==> config.mk <==
export PLATFORM = sky130hd
export DESIGN_NAME = rnwp_ctrl
export DESIGN_NICKNAME = d
export VERILOG_FILES = /design/src/sv/rnwp_pkg.sv /design/src/sv/rnwp_ctrl.sv
export SDC_FILE = /design/constraint.sdc
export NUM_CORES = 1
export LEC_CHECK = 0
export ABC_AREA = 1
export BUFFER_PORTS_ARGS = -buffer_cell sky130_fd_sc_hd__buf_2
export CORE_ASPECT_RATIO = 1.25
export CORE_MARGIN = 2
export CORE_UTILIZATION = 25
export CTS_BUF_LIST = sky130_fd_sc_hd__clkbuf_8
export CTS_CLUSTER_DIAMETER = 60
export CTS_CLUSTER_SIZE = 14
export DETAILED_ROUTE_END_ITERATION = 12
export GPL_ROUTABILITY_DRIVEN = 0
export GPL_TIMING_DRIVEN = 0
export PLACE_DENSITY = 0.47
export SYNTH_ARGS = -nofsm -noshare
export SYNTH_HDL_FRONTEND = slang
export SYNTH_SLANG_ARGS = --single-unit
export TNS_END_PERCENT = 30
==> constraint.sdc <==
create_clock -name clk -period 1.1 [get_ports clk]
set_input_delay 0.11 -clock clk [delete_from_list [all_inputs] [get_ports clk]]
set_output_delay 0.11 -clock clk [all_outputs]
set_load 0.03 [all_outputs]
==> src/sv/rnwp_pkg.sv <==
// ----------------------------------------------------------------------------
// rnwp_pkg
// types, dictionary table and constants of the numeral word parser
// ----------------------------------------------------------------------------
package rnwp_pkg;

  typedef struct packed {
    logic [7:0] data_byte;
    logic       last;
  } in_item_t;

  typedef struct packed {
    logic [30:0] number_value;
    logic        saturated;
  } out_item_t;

  localparam int DICT_SIZE  = 41;
  localparam int DICT_IDX_W = 6;
  localparam int SPELL_MAX  = 12;
  localparam logic [30:0] TOTAL_MAX = 31'h7FFF_FFFF;
  localparam logic [9:0]  SCALE_FACTOR = 10'd1000;

  // one letter code per character, see cyr_second
  typedef struct packed {
    logic [SPELL_MAX*8-1:0] spell;   // ascii, first letter in low byte
    logic [3:0]             letters;
    logic [9:0]             value;
    logic                   is_scale;
  } dict_entry_t;

  function automatic logic [7:0] cyr_second(input logic [7:0] c);
    logic [7:0] r;
    case (c)
      "a": r = 8'hB0; "v": r = 8'hB2; "d": r = 8'hB4; "e": r = 8'hB5;
      "i": r = 8'hB8; "k": r = 8'hBA; "m": r = 8'hBC; "n": r = 8'hBD;
      "o": r = 8'hBE; "p": r = 8'hBF; "r": r = 8'h80; "s": r = 8'h81;
      "t": r = 8'h82; "c": r = 8'h86; "h": r = 8'h87; "w": r = 8'h88;
      "y": r = 8'h8B; "x": r = 8'h8C;
      default: r = 8'h8F;
    endcase
    return r;
  endfunction

  function automatic logic [SPELL_MAX*8-1:0] rev(input string s);
    logic [SPELL_MAX*8-1:0] r;
    r = '0;
    for (int k = 0; k < s.len(); k++) r[k*8 +: 8] = s[k];
    return r;
  endfunction

  function automatic dict_entry_t mk(input string s, input int v, input logic sc);
    dict_entry_t e;
    e.spell    = rev(s);
    e.letters  = 4'(s.len());
    e.value    = 10'(v);
    e.is_scale = sc;
    return e;
  endfunction

  function automatic dict_entry_t dict_at(input logic [DICT_IDX_W-1:0] i);
    dict_entry_t e;
    case (i)
      6'd0:  e = mk("odin", 1, 1'b0);
      6'd1:  e = mk("odna", 1, 1'b0);
      6'd2:  e = mk("dva", 2, 1'b0);
      6'd3:  e = mk("dve", 2, 1'b0);
      6'd4:  e = mk("tri", 3, 1'b0);
      6'd5:  e = mk("hetyre", 4, 1'b0);
      6'd6:  e = mk("pqtx", 5, 1'b0);
      6'd7:  e = mk("westx", 6, 1'b0);
      6'd8:  e = mk("semx", 7, 1'b0);
      6'd9:  e = mk("vosemx", 8, 1'b0);
      6'd10: e = mk("devqtx", 9, 1'b0);
      6'd11: e = mk("desqtx", 10, 1'b0);
      6'd12: e = mk("odinnadcatx", 11, 1'b0);
      6'd13: e = mk("dvenadcatx", 12, 1'b0);
      6'd14: e = mk("trinadcatx", 13, 1'b0);
      6'd15: e = mk("hetyrnadcatx", 14, 1'b0);
      6'd16: e = mk("pqtnadcatx", 15, 1'b0);
      6'd17: e = mk("westnadcatx", 16, 1'b0);
      6'd18: e = mk("semnadcatx", 17, 1'b0);
      6'd19: e = mk("vosemnadcatx", 18, 1'b0);
      6'd20: e = mk("devqtnadcatx", 19, 1'b0);
      6'd21: e = mk("dvadcatx", 20, 1'b0);
      6'd22: e = mk("tridcatx", 30, 1'b0);
      6'd23: e = mk("sorok", 40, 1'b0);
      6'd24: e = mk("pqtxdesqt", 50, 1'b0);
      6'd25: e = mk("westxdesqt", 60, 1'b0);
      6'd26: e = mk("semxdesqt", 70, 1'b0);
      6'd27: e = mk("vosemxdesqt", 80, 1'b0);
      6'd28: e = mk("devqnosto", 90, 1'b0);
      6'd29: e = mk("sto", 100, 1'b0);
      6'd30: e = mk("dvesti", 200, 1'b0);
      6'd31: e = mk("trista", 300, 1'b0);
      6'd32: e = mk("hetyresta", 400, 1'b0);
      6'd33: e = mk("pqtxsot", 500, 1'b0);
      6'd34: e = mk("westxsot", 600, 1'b0);
      6'd35: e = mk("semxsot", 700, 1'b0);
      6'd36: e = mk("vosemxsot", 800, 1'b0);
      6'd37: e = mk("devqtxsot", 900, 1'b0);
      6'd38: e = mk("tysqha", 1000, 1'b1);
      6'd39: e = mk("tysqhi", 1000, 1'b1);
      6'd40: e = mk("tysqh", 1000, 1'b1);
      default: e = mk("", 0, 1'b0);
    endcase
    return e;
  endfunction

  // controller to datapath
  typedef struct packed {
    logic take_byte;
    logic start_match;
    logic cmp_step;
    logic next_word;
    logic apply;
    logic mul_step;
    logic emit;
    logic clear_total;
  } dp_cmd_t;

  // datapath to controller
  typedef struct packed {
    logic is_last;
    logic need_close;
    logic need_match;
    logic word_done;
    logic word_hit;
    logic dict_end;
    logic hit_scale;
  } dp_stat_t;

endpackage

==> src/sv/rnwp_ctrl.sv <==
// ----------------------------------------------------------------------------
// rnwp_ctrl
// sequencer: byte intake, dictionary scan, total update and result handoff
// ----------------------------------------------------------------------------
module rnwp_ctrl (
  input  logic               clk,
  input  logic               rst,
  input  logic               in_valid,
  output logic               in_stall,
  output logic               out_valid,
  input  logic               out_stall,
  input  rnwp_pkg::dp_stat_t stat,
  output rnwp_pkg::dp_cmd_t  cmd
);
  import rnwp_pkg::*;

  localparam logic [2:0] S_IDLE  = 3'd0;
  localparam logic [2:0] S_DEC   = 3'd1;
  localparam logic [2:0] S_READ  = 3'd2;
  localparam logic [2:0] S_CMP   = 3'd3;
  localparam logic [2:0] S_MUL   = 3'd4;
  localparam logic [2:0] S_OUT   = 3'd5;
  localparam logic [2:0] S_FINAL = 3'd6;

  logic [2:0] state, state_next;
  logic       closing_last, closing_last_next;
  logic       out_valid_next;

  always_comb begin
    cmd = '0;
    state_next = state;
    closing_last_next = closing_last;
    out_valid_next = out_valid && out_stall;
    in_stall = 1'b1;
    case (state)
      S_IDLE: begin
        in_stall = 1'b0;
        if (in_valid) begin
          cmd.take_byte = 1'b1;
          state_next = S_DEC;
        end
      end
      S_DEC: begin
        if (stat.need_close && stat.need_match) begin
          closing_last_next = 1'b0;
          cmd.start_match = 1'b1;
          state_next = S_READ;
        end else begin
          cmd.apply = 1'b1;
          state_next = stat.is_last ? S_FINAL : S_IDLE;
        end
      end
      S_FINAL: begin
        if (stat.need_match) begin
          closing_last_next = 1'b1;
          cmd.start_match = 1'b1;
          state_next = S_READ;
        end else begin
          state_next = S_OUT;
        end
      end
      S_READ: state_next = S_CMP;
      S_CMP: begin
        if (stat.word_done) begin
          if (stat.word_hit && stat.hit_scale) begin
            state_next = S_MUL;
          end else if (stat.word_hit || stat.dict_end) begin
            cmd.next_word = 1'b1;
            state_next = closing_last ? S_OUT : S_DEC;
            if (!closing_last) cmd.apply = 1'b1;
            if (!closing_last) state_next = stat.is_last ? S_FINAL : S_IDLE;
          end else begin
            cmd.next_word = 1'b1;
            state_next = S_READ;
          end
        end else begin
          cmd.cmp_step = 1'b1;
          state_next = S_READ;
        end
      end
      S_MUL: begin
        cmd.mul_step = 1'b1;
        if (closing_last) begin
          state_next = S_OUT;
        end else begin
          cmd.apply = 1'b1;
          state_next = stat.is_last ? S_FINAL : S_IDLE;
        end
      end
      S_OUT: begin
        if (!out_valid || !out_stall) begin
          cmd.emit = 1'b1;
          cmd.clear_total = 1'b1;
          out_valid_next = 1'b1;
          state_next = S_IDLE;
        end
      end
      default: state_next = S_IDLE;
    endcase
  end

  always_ff @(posedge clk) begin
    if (rst) begin
      state <= S_IDLE;
      closing_last <= 1'b0;
      out_valid <= 1'b0;
    end else begin
      state <= state_next;
      closing_last <= closing_last_next;
      out_valid <= out_valid_next;
    end
  end

`ifndef SYNTHESIS
  a_emit_ok: assert property (@(posedge clk) disable iff (rst)
    cmd.emit |-> (!out_valid || !out_stall)) else $error("result overwritten");
  a_hold: assert property (@(posedge clk) disable iff (rst)
    (out_valid && out_stall) |=> out_valid) else $error("result dropped");
  a_one_cmd: assert property (@(posedge clk) disable iff (rst)
    $onehot0({cmd.take_byte, cmd.start_match, cmd.cmp_step, cmd.emit}))
    else $error("conflicting commands");
`endif

endmodule

==> summary.md, run 1 <==
| Metric | Value |
|---|---|
| WS Path Type | `reg -> out` |
| Row Count | `17` |
| Post-route cell area | `865 um2` |
| Final Hold Vio Count | `0` |
| Filler-free cell count of the finished design | `139` |
| TritonCTS buffer count | `3` |
| Actual slew at the worst max-slew pin | `0.199 ns` |
| Max-Cap Viols | `0` |
| WL final | `1.39 mm` |
| Port bufs | `20` |
| # IOs | `21` |
| FF/Latch Area | `113 um2` |
| Die height | `51.9 um` |
| Via-to-Cell Ratio | `4.55` |
| Worst-path clk slew | `0.04 ns` |
| Final WS setup | `-0.202 ns` |
| Type of origin of the critical path | `flop` |
| Number of global-route vias before repair | `607` |
| Worst vdd ir | `587 uV` |
| Worst min path class | `in -> reg` |
| Core footprint | `1740 um2` |
| Cell variety after synth | `17` |
| Clock Skews | `0.00497 ns` |
| Mapped Nets | `98` |
| Filler cell count in the final layout | `180` |
| Largest net degree at the start of global routing | `7` |
| DR pass1 iterations | `4` |
| Failing checks | `setup timing` |
| Synthesis-stage register bit count | `5` |
| Htree depth | `1` |
| Leakage power | `0.475 nW` |
| GRT overflow | `0` |
| Setup slack, reg-to-reg | `-0.15 ns` |
| Highest metal used | `met4` |
| Vias after detailed routing | `632` |
| Pins Over Slew Limit | `0` |
| Inst Count DP | `126` |
| Max frequency | `768 MHz` |
| DR iter-0 viols | `3` |
| Initial antenna violation count | `0` |
| Die area | `2190 um2` |
| Routed met3 length | `57 um` |
| Placed inst area | `601 um2` |
| Yosys Warn Count | `0` |
| Multi-input logic area | `374 um2` |
| Syn_area_per_cell | `5.26 um2` |
| Ant diodes | `0` |
| Per-cell routed wire length | `10.0 um` |
| Initial Util | `26.3%` |
| M1 WL | `577 um` |
| Detail Placement HPWL | `1.03 mm` |
| Post-synthesis sequential area ratio | `21.9%` |
| RSZ-0062 raised after global routing | `true` |
| TritonCTS clock tree | `built` |
| Status | `finished, violations left` |
| P per Cell Area | `1880 nW/um2` |
| # clock sinks | `5` |
| Final setup violation count | `11` |
| Final period utilization | `118%` |
| Post-Syn Area | `458 um2` |
| CP arrival | `1.19 ns` |
| Crit-path max FO | `6` |
| Clock Path Buffers | `2` |
| Die width | `42.3 um` |
| Slew Limit Headroom | `86.7%` |
| Mapped Cells | `87` |
| Hold buffers post-CTS | `0` |
| Share of layout cells above drive strength 1 | `53.3%` |
| Post-route minimum period | `1.30 ns` |
| First-pass GRT wire length | `2.36 mm` |
| Root Driver | `clkbuf_8` |
| Wire length on met2 | `731 um` |
| Worst-Skew Late Latency | `0.22 ns` |
| CP required | `0.99 ns` |
| Routed Antenna Nets | `0` |
| All-Layer GR Usage | `14.1%` |
| # nets final | `132` |
| Worst setup EP type | `primary output` |
| Area grow syn2layout | `88.8%` |
| DRC viols | `0` |
## cells in the final DEF (no fill, tap or decap), types with 2 or more instances in the layout
cell type / instances
a21oi_1: 3
o21ai_0: 2
inv_4: 4
nor2_4: 4
buf_4: 10
nand2_2: 4
nand2_1: 21
dfxtp_4: 3
nor2_2: 4
buf_2: 11
inv_2: 4
clkbuf_8: 3
buf_6: 9
nor2_1: 7
inv_1: 11
nand3_1: 5
a31oi_1: 2
nand2_4: 3
## final cells by class
type                            count  area share (%)
Clock inverter                      1           0.434
Multi-Input combinational cell     63            43.3
Clock buffer                        3            4.78
Timing Repair Buffer               29            25.9
Buffer                              1           0.868
Inverter                           18            8.97
Sequential cell                     5            13.0
Tap cell                           19            2.75
## per-layer routing
| metal | up-vias | track usage, % |
|---|---|---|
| met4 | 0 | 7.81 |
| met5 | - | 0 |
| li1 | 333 | - |
| met2 | 18 | 26.7 |
| met3 | 3 | 1.04 |
| met1 | 278 | 15.4 |
## per-stage QoR
stage | total power [mW] | hold slack, ns | util [%] | TNS [ns] | worst slack (ns)
4_1_cts | 1.49 | 0.109 | 45.7 | -1.43 | -0.193
3_3_place_gp | 0.912 | 0.338 | 34.4 | -0.886 | -0.160
5_1_grt | 1.73 | 0.109 | 49.6 | -2.25 | -0.253
6_report | 1.62 | 0.103 | 49.6 | -1.59 | -0.202
2_1_floorplan | 0.739 | 0.179 | - | -0.394 | -0.122
3_5_place_dp | 0.909 | 0.335 | 34.4 | -0.813 | -0.140
## worst paths after layout
check	startpoint	endpoint	depth (start not counted)
worst max-delay path	state[0]$_SDFFE_PP0P_	cmd[1]	6
worst min-delay path	rst	closing_last$_SDFFE_PP0P_	2
worst max register to register	state[1]$_SDFFE_PP0P_	state[2]$_SDFFE_PP0P_	10
worst min register to register	out_valid$_SDFF_PP0_	out_valid$_SDFF_PP0_	2
## power by group
group	total, mW	switching, mW	leakage [nW]	internal [mW]
Combinational	0.925	0.527	0.405	0.398
Sequential	0.367	0.126	0.0433	0.240
Clock	0.332	0.0925	0.0269	0.239
## cells in the mapped netlist
cell type  number  share of area (%)
a21oi_1         3                3.3
a31oi_1         2                2.7
buf_4           1                1.6
dfxtp_1         5                 22
inv_1          16                 13
inv_2           2                1.6
nand2_1        26                 21
nand2_2         2                2.7
nand3_1         7                7.6
nand4_1         1                1.4
nor2_1         13                 11
nor2_2          1                1.4
nor2_4          1                2.5
nor3_1          3                3.3
o21ai_0         2                2.2
o21ai_1         1                1.1
o31ai_1         1                1.6
## cell families after synthesis
family	synth area share, %
and+or+nand+nor	50.8
buffers and inverters	16.4
AOI/OAI and AO/OA	10.9
DFF	21.9
## worst max-delay path, stage by stage (launching register included)
cell	delay (ns)
dfxtp_4	0.43
nand2_4	0.07
nor2_4	0.11
inv_2	0.05
nor2_4	0.07
buf_4	0.11
buf_6	0.11
## flip-flops by register name, summed over array words and instances, names as in the netlist
signal,cells
closing_last,1
state,3
out_valid,1
## timing repair
item / CTS / global route
endpoints found under the setup margin: 12 / 12
setup buffers: 7 / 2
pin swaps: 5 / 6
gates resized for setup: 36 / 17
No activity file was read; power rests on OpenSTA's default activity.
==> run 2: changes to the inputs <==
--- a/config.mk
+++ b/config.mk
@@ -16,7 +16,7 @@
 export DETAILED_ROUTE_END_ITERATION = 12
 export GPL_ROUTABILITY_DRIVEN = 0
 export GPL_TIMING_DRIVEN = 0
-export PLACE_DENSITY = 0.47
+export PLACE_DENSITY_LB_ADDON = 0.2
 export SYNTH_ARGS = -nofsm -noshare
 export SYNTH_HDL_FRONTEND = slang
 export SYNTH_SLANG_ARGS = --single-unit
==> summary.md, run 2 (synthesis results as in run 1) <==
| Metric | Value |
|---|---|
| Pins Over Slew Limit | `0 (unchanged)` |
| Crit-path max FO | `6 (unchanged)` |
| Worst r2r dst | `state[2]$_SDFFE_PP0P_` |
| Largest regs | `state x3, closing_last x1, out_valid x1` |
| Final setup TNS | `-1.33 ns (+0.264 ns)` |
| CP arrival | `1.20 ns (about the same)` |
| Number of global-route vias before repair | `596 (-1.8%)` |
| All-Layer GR Usage | `13.3% (-0.81 points)` |
| Detail Placement HPWL | `1.02 mm (-0.52%)` |
| Worst-Skew Late Latency | `0.22 ns (about the same)` |
| Htree depth | `1 (unchanged)` |
| Largest stage delay, worst path | `0.38 ns (-0.05 ns)` |
| DR iter-0 viols | `7 (+4)` |
| Initial Util | `26.3% (unchanged)` |
| Leakage power | `0.441 nW (-7.1%)` |
| Hold EP | `closing_last$_SDFFE_PP0P_` |
| Final Hold Vio Count | `0 (unchanged)` |
| # IOs | `21 (unchanged)` |
| Worst setup EP type | `primary output` |
| P per Cell Area | `1900 nW/um2 (+1.2%)` |
| Buf/Inv on CP | `4 (+1)` |
| Die area | `2190 um2 (unchanged)` |
| Post-route minimum period | `1.31 ns (+0.00514 ns)` |
| GRT overflow | `0 (unchanged)` |
| Vias after detailed routing | `642 (+1.6%)` |
| Initial antenna violation count | `0 (unchanged)` |
| DR pass1 iterations | `4 (unchanged)` |
| Overall power | `1.56 mW (-4.1%)` |
| # nets final | `129 (-2.3%)` |
| Slew Limit Headroom | `85.8% (-0.89 points)` |
| Routed Antenna Nets | `0 (unchanged)` |
| Commonest non-fill, non-tap cell in the layout | `nand2_1` |
| Max reg flops | `3 (unchanged)` |
| Die width | `42.3 um (unchanged)` |
| Crit-path cells | `buf_6, nor2_4, inv_2, nor2_4, buf_4, buf_6` |
| Clock Path Buffers | `2 (unchanged)` |
| Root Driver | `clkbuf_8` |
| Final setup violation count | `11 (unchanged)` |
| Hold Path Depth | `2 (unchanged)` |
| Port bufs | `20 (unchanged)` |
| Share of layout cells above drive strength 1 | `48.7% (-4.6 points)` |
| # clock sinks | `5 (unchanged)` |
| Row Count | `17 (unchanged)` |
| WL final | `1.34 mm (-3.5%)` |
| Cell class contributing the biggest share of worst-path delay | `buffers and inverters` |
| Area grow syn2layout | `79.0%` |
| TritonCTS buffer count | `3 (unchanged)` |
| Status | `finished, violations left` |
| CP required | `0.99 ns (about the same)` |
| Ant diodes | `0 (unchanged)` |
| Setup slack, reg-to-reg | `-0.04 ns (+0.11 ns)` |
| Type of origin of the critical path | `flop` |
| Worst hold start | `rst` |
| Reg with most FFs | `state` |
| Slowest-stage cell, CP | `dfxtp_4` |
| WS Path Type | `reg -> out` |
| DRC viols | `0 (unchanged)` |
| Via-to-Cell Ratio | `4.72 (+3.8%)` |
| R2R Path Start | `state[1]$_SDFFE_PP0P_` |
| Largest net degree at the start of global routing | `7 (unchanged)` |
| Hold WS | `0.106 ns (+0.00310 ns)` |
| Max-Cap Viols | `0 (unchanged)` |
| Failing checks | `setup timing` |
| Actual slew at the worst max-slew pin | `0.211 ns (+0.0123 ns)` |
| Clock Skews | `0.00115 ns (-0.00382 ns)` |
| Worst vdd ir | `582 uV (-0.75%)` |
| RSZ-0062 raised after global routing | `true` |
| Commonest non-fill, non-tap cells in the layout | `22 x nand2_1, 13 x inv_1, 11 x buf_2` |
| Die height | `51.9 um (unchanged)` |
| Dpl ws | `-0.158 ns (-0.0183 ns)` |
| Final WS setup | `-0.207 ns (-0.00514 ns)` |
| Per-cell routed wire length | `9.88 um (-1.4%)` |
| Core footprint | `1740 um2 (unchanged)` |
| Worst min path class | `in -> reg` |
| Final Util | `47.0% (-2.6 points)` |
| Worst r2r path cells | `9 (-1)` |
| Max frequency | `765 MHz (-0.39%)` |
| Final period utilization | `119% (+0.47 points)` |
| First-pass GRT wire length | `2.28 mm (-3.2%)` |
| TritonCTS clock tree | `built` |
| Worst-path clk slew | `0.03 ns (about the same)` |
-- run 2: layout make-up --
class / count / area (um2)
fill: 189 / 925
multi-input combinational: 63 / 362
timing repair buffer: 26 / 198
sequential: 5 / 111
inverter: 18 / 72.6
clock buffer: 3 / 41.3
tap: 19 / 23.8
buffer: 1 / 7.51
clock inverter: 1 / 3.75
-- run 2: metal layers --
layer | routed length, um | part of all wire [%] | global-route usage (%) | up-vias
met2 | 688 | 51 | 23.8 | 23
met4 | 34 | 2.5 | 6.77 | 0
li1 | - | - | - | 329
met5 | 0 | 0 | 0 | -
met3 | 86 | 6.4 | 2.78 | 5
met1 | 534 | 40 | 14.7 | 285
-- run 2: worst max path at each step --
stage,from,endpoint,cells after the start
3_5_place_dp,state[1]$_SDFFE_PP0P_,cmd[3],6
6_report,state[1]$_SDFFE_PP0P_,cmd[1],6
3_3_place_gp,state[1]$_SDFFE_PP0P_,cmd[3],6
4_1_cts,state[1]$_SDFFE_PP0P_,cmd[4],5
5_1_grt,state[1]$_SDFFE_PP0P_,cmd[1],6
2_1_floorplan,state[0]$_SDFFE_PP0P_,cmd[4],4
-- run 2: where the power goes --
| part | total [mW] | leakage [nW] | switching, mW | internal [mW] |
|---|---|---|---|---|
| clock | 0.326 | 0.0269 | 0.0871 | 0.239 |
| sequential | 0.346 | 0.0428 | 0.106 | 0.240 |
| combinational | 0.885 | 0.372 | 0.515 | 0.370 |
| total | 1.56 | 0.441 | 0.708 | 0.849 |
-- run 2: timing repair --
| item | 4_1_cts | 5_1_grt |
|---|---|---|
| endpoints found under the hold margin | 0 | 0 |
| hold buffers | 0 | 0 |
| pin swaps | 4 | 2 |
| setup endpoints to repair | 12 | 12 |
| setup buffers | 5 | 1 |
| gates resized for setup | 33 | 10 |
-- run 2: metrics by stage --
stage	std cells	instance area, um2
after global routing	136	820
final	136	820
after floorplan	87	477
after CTS	135	771
after global placement	126	601
after detailed placement	126	601
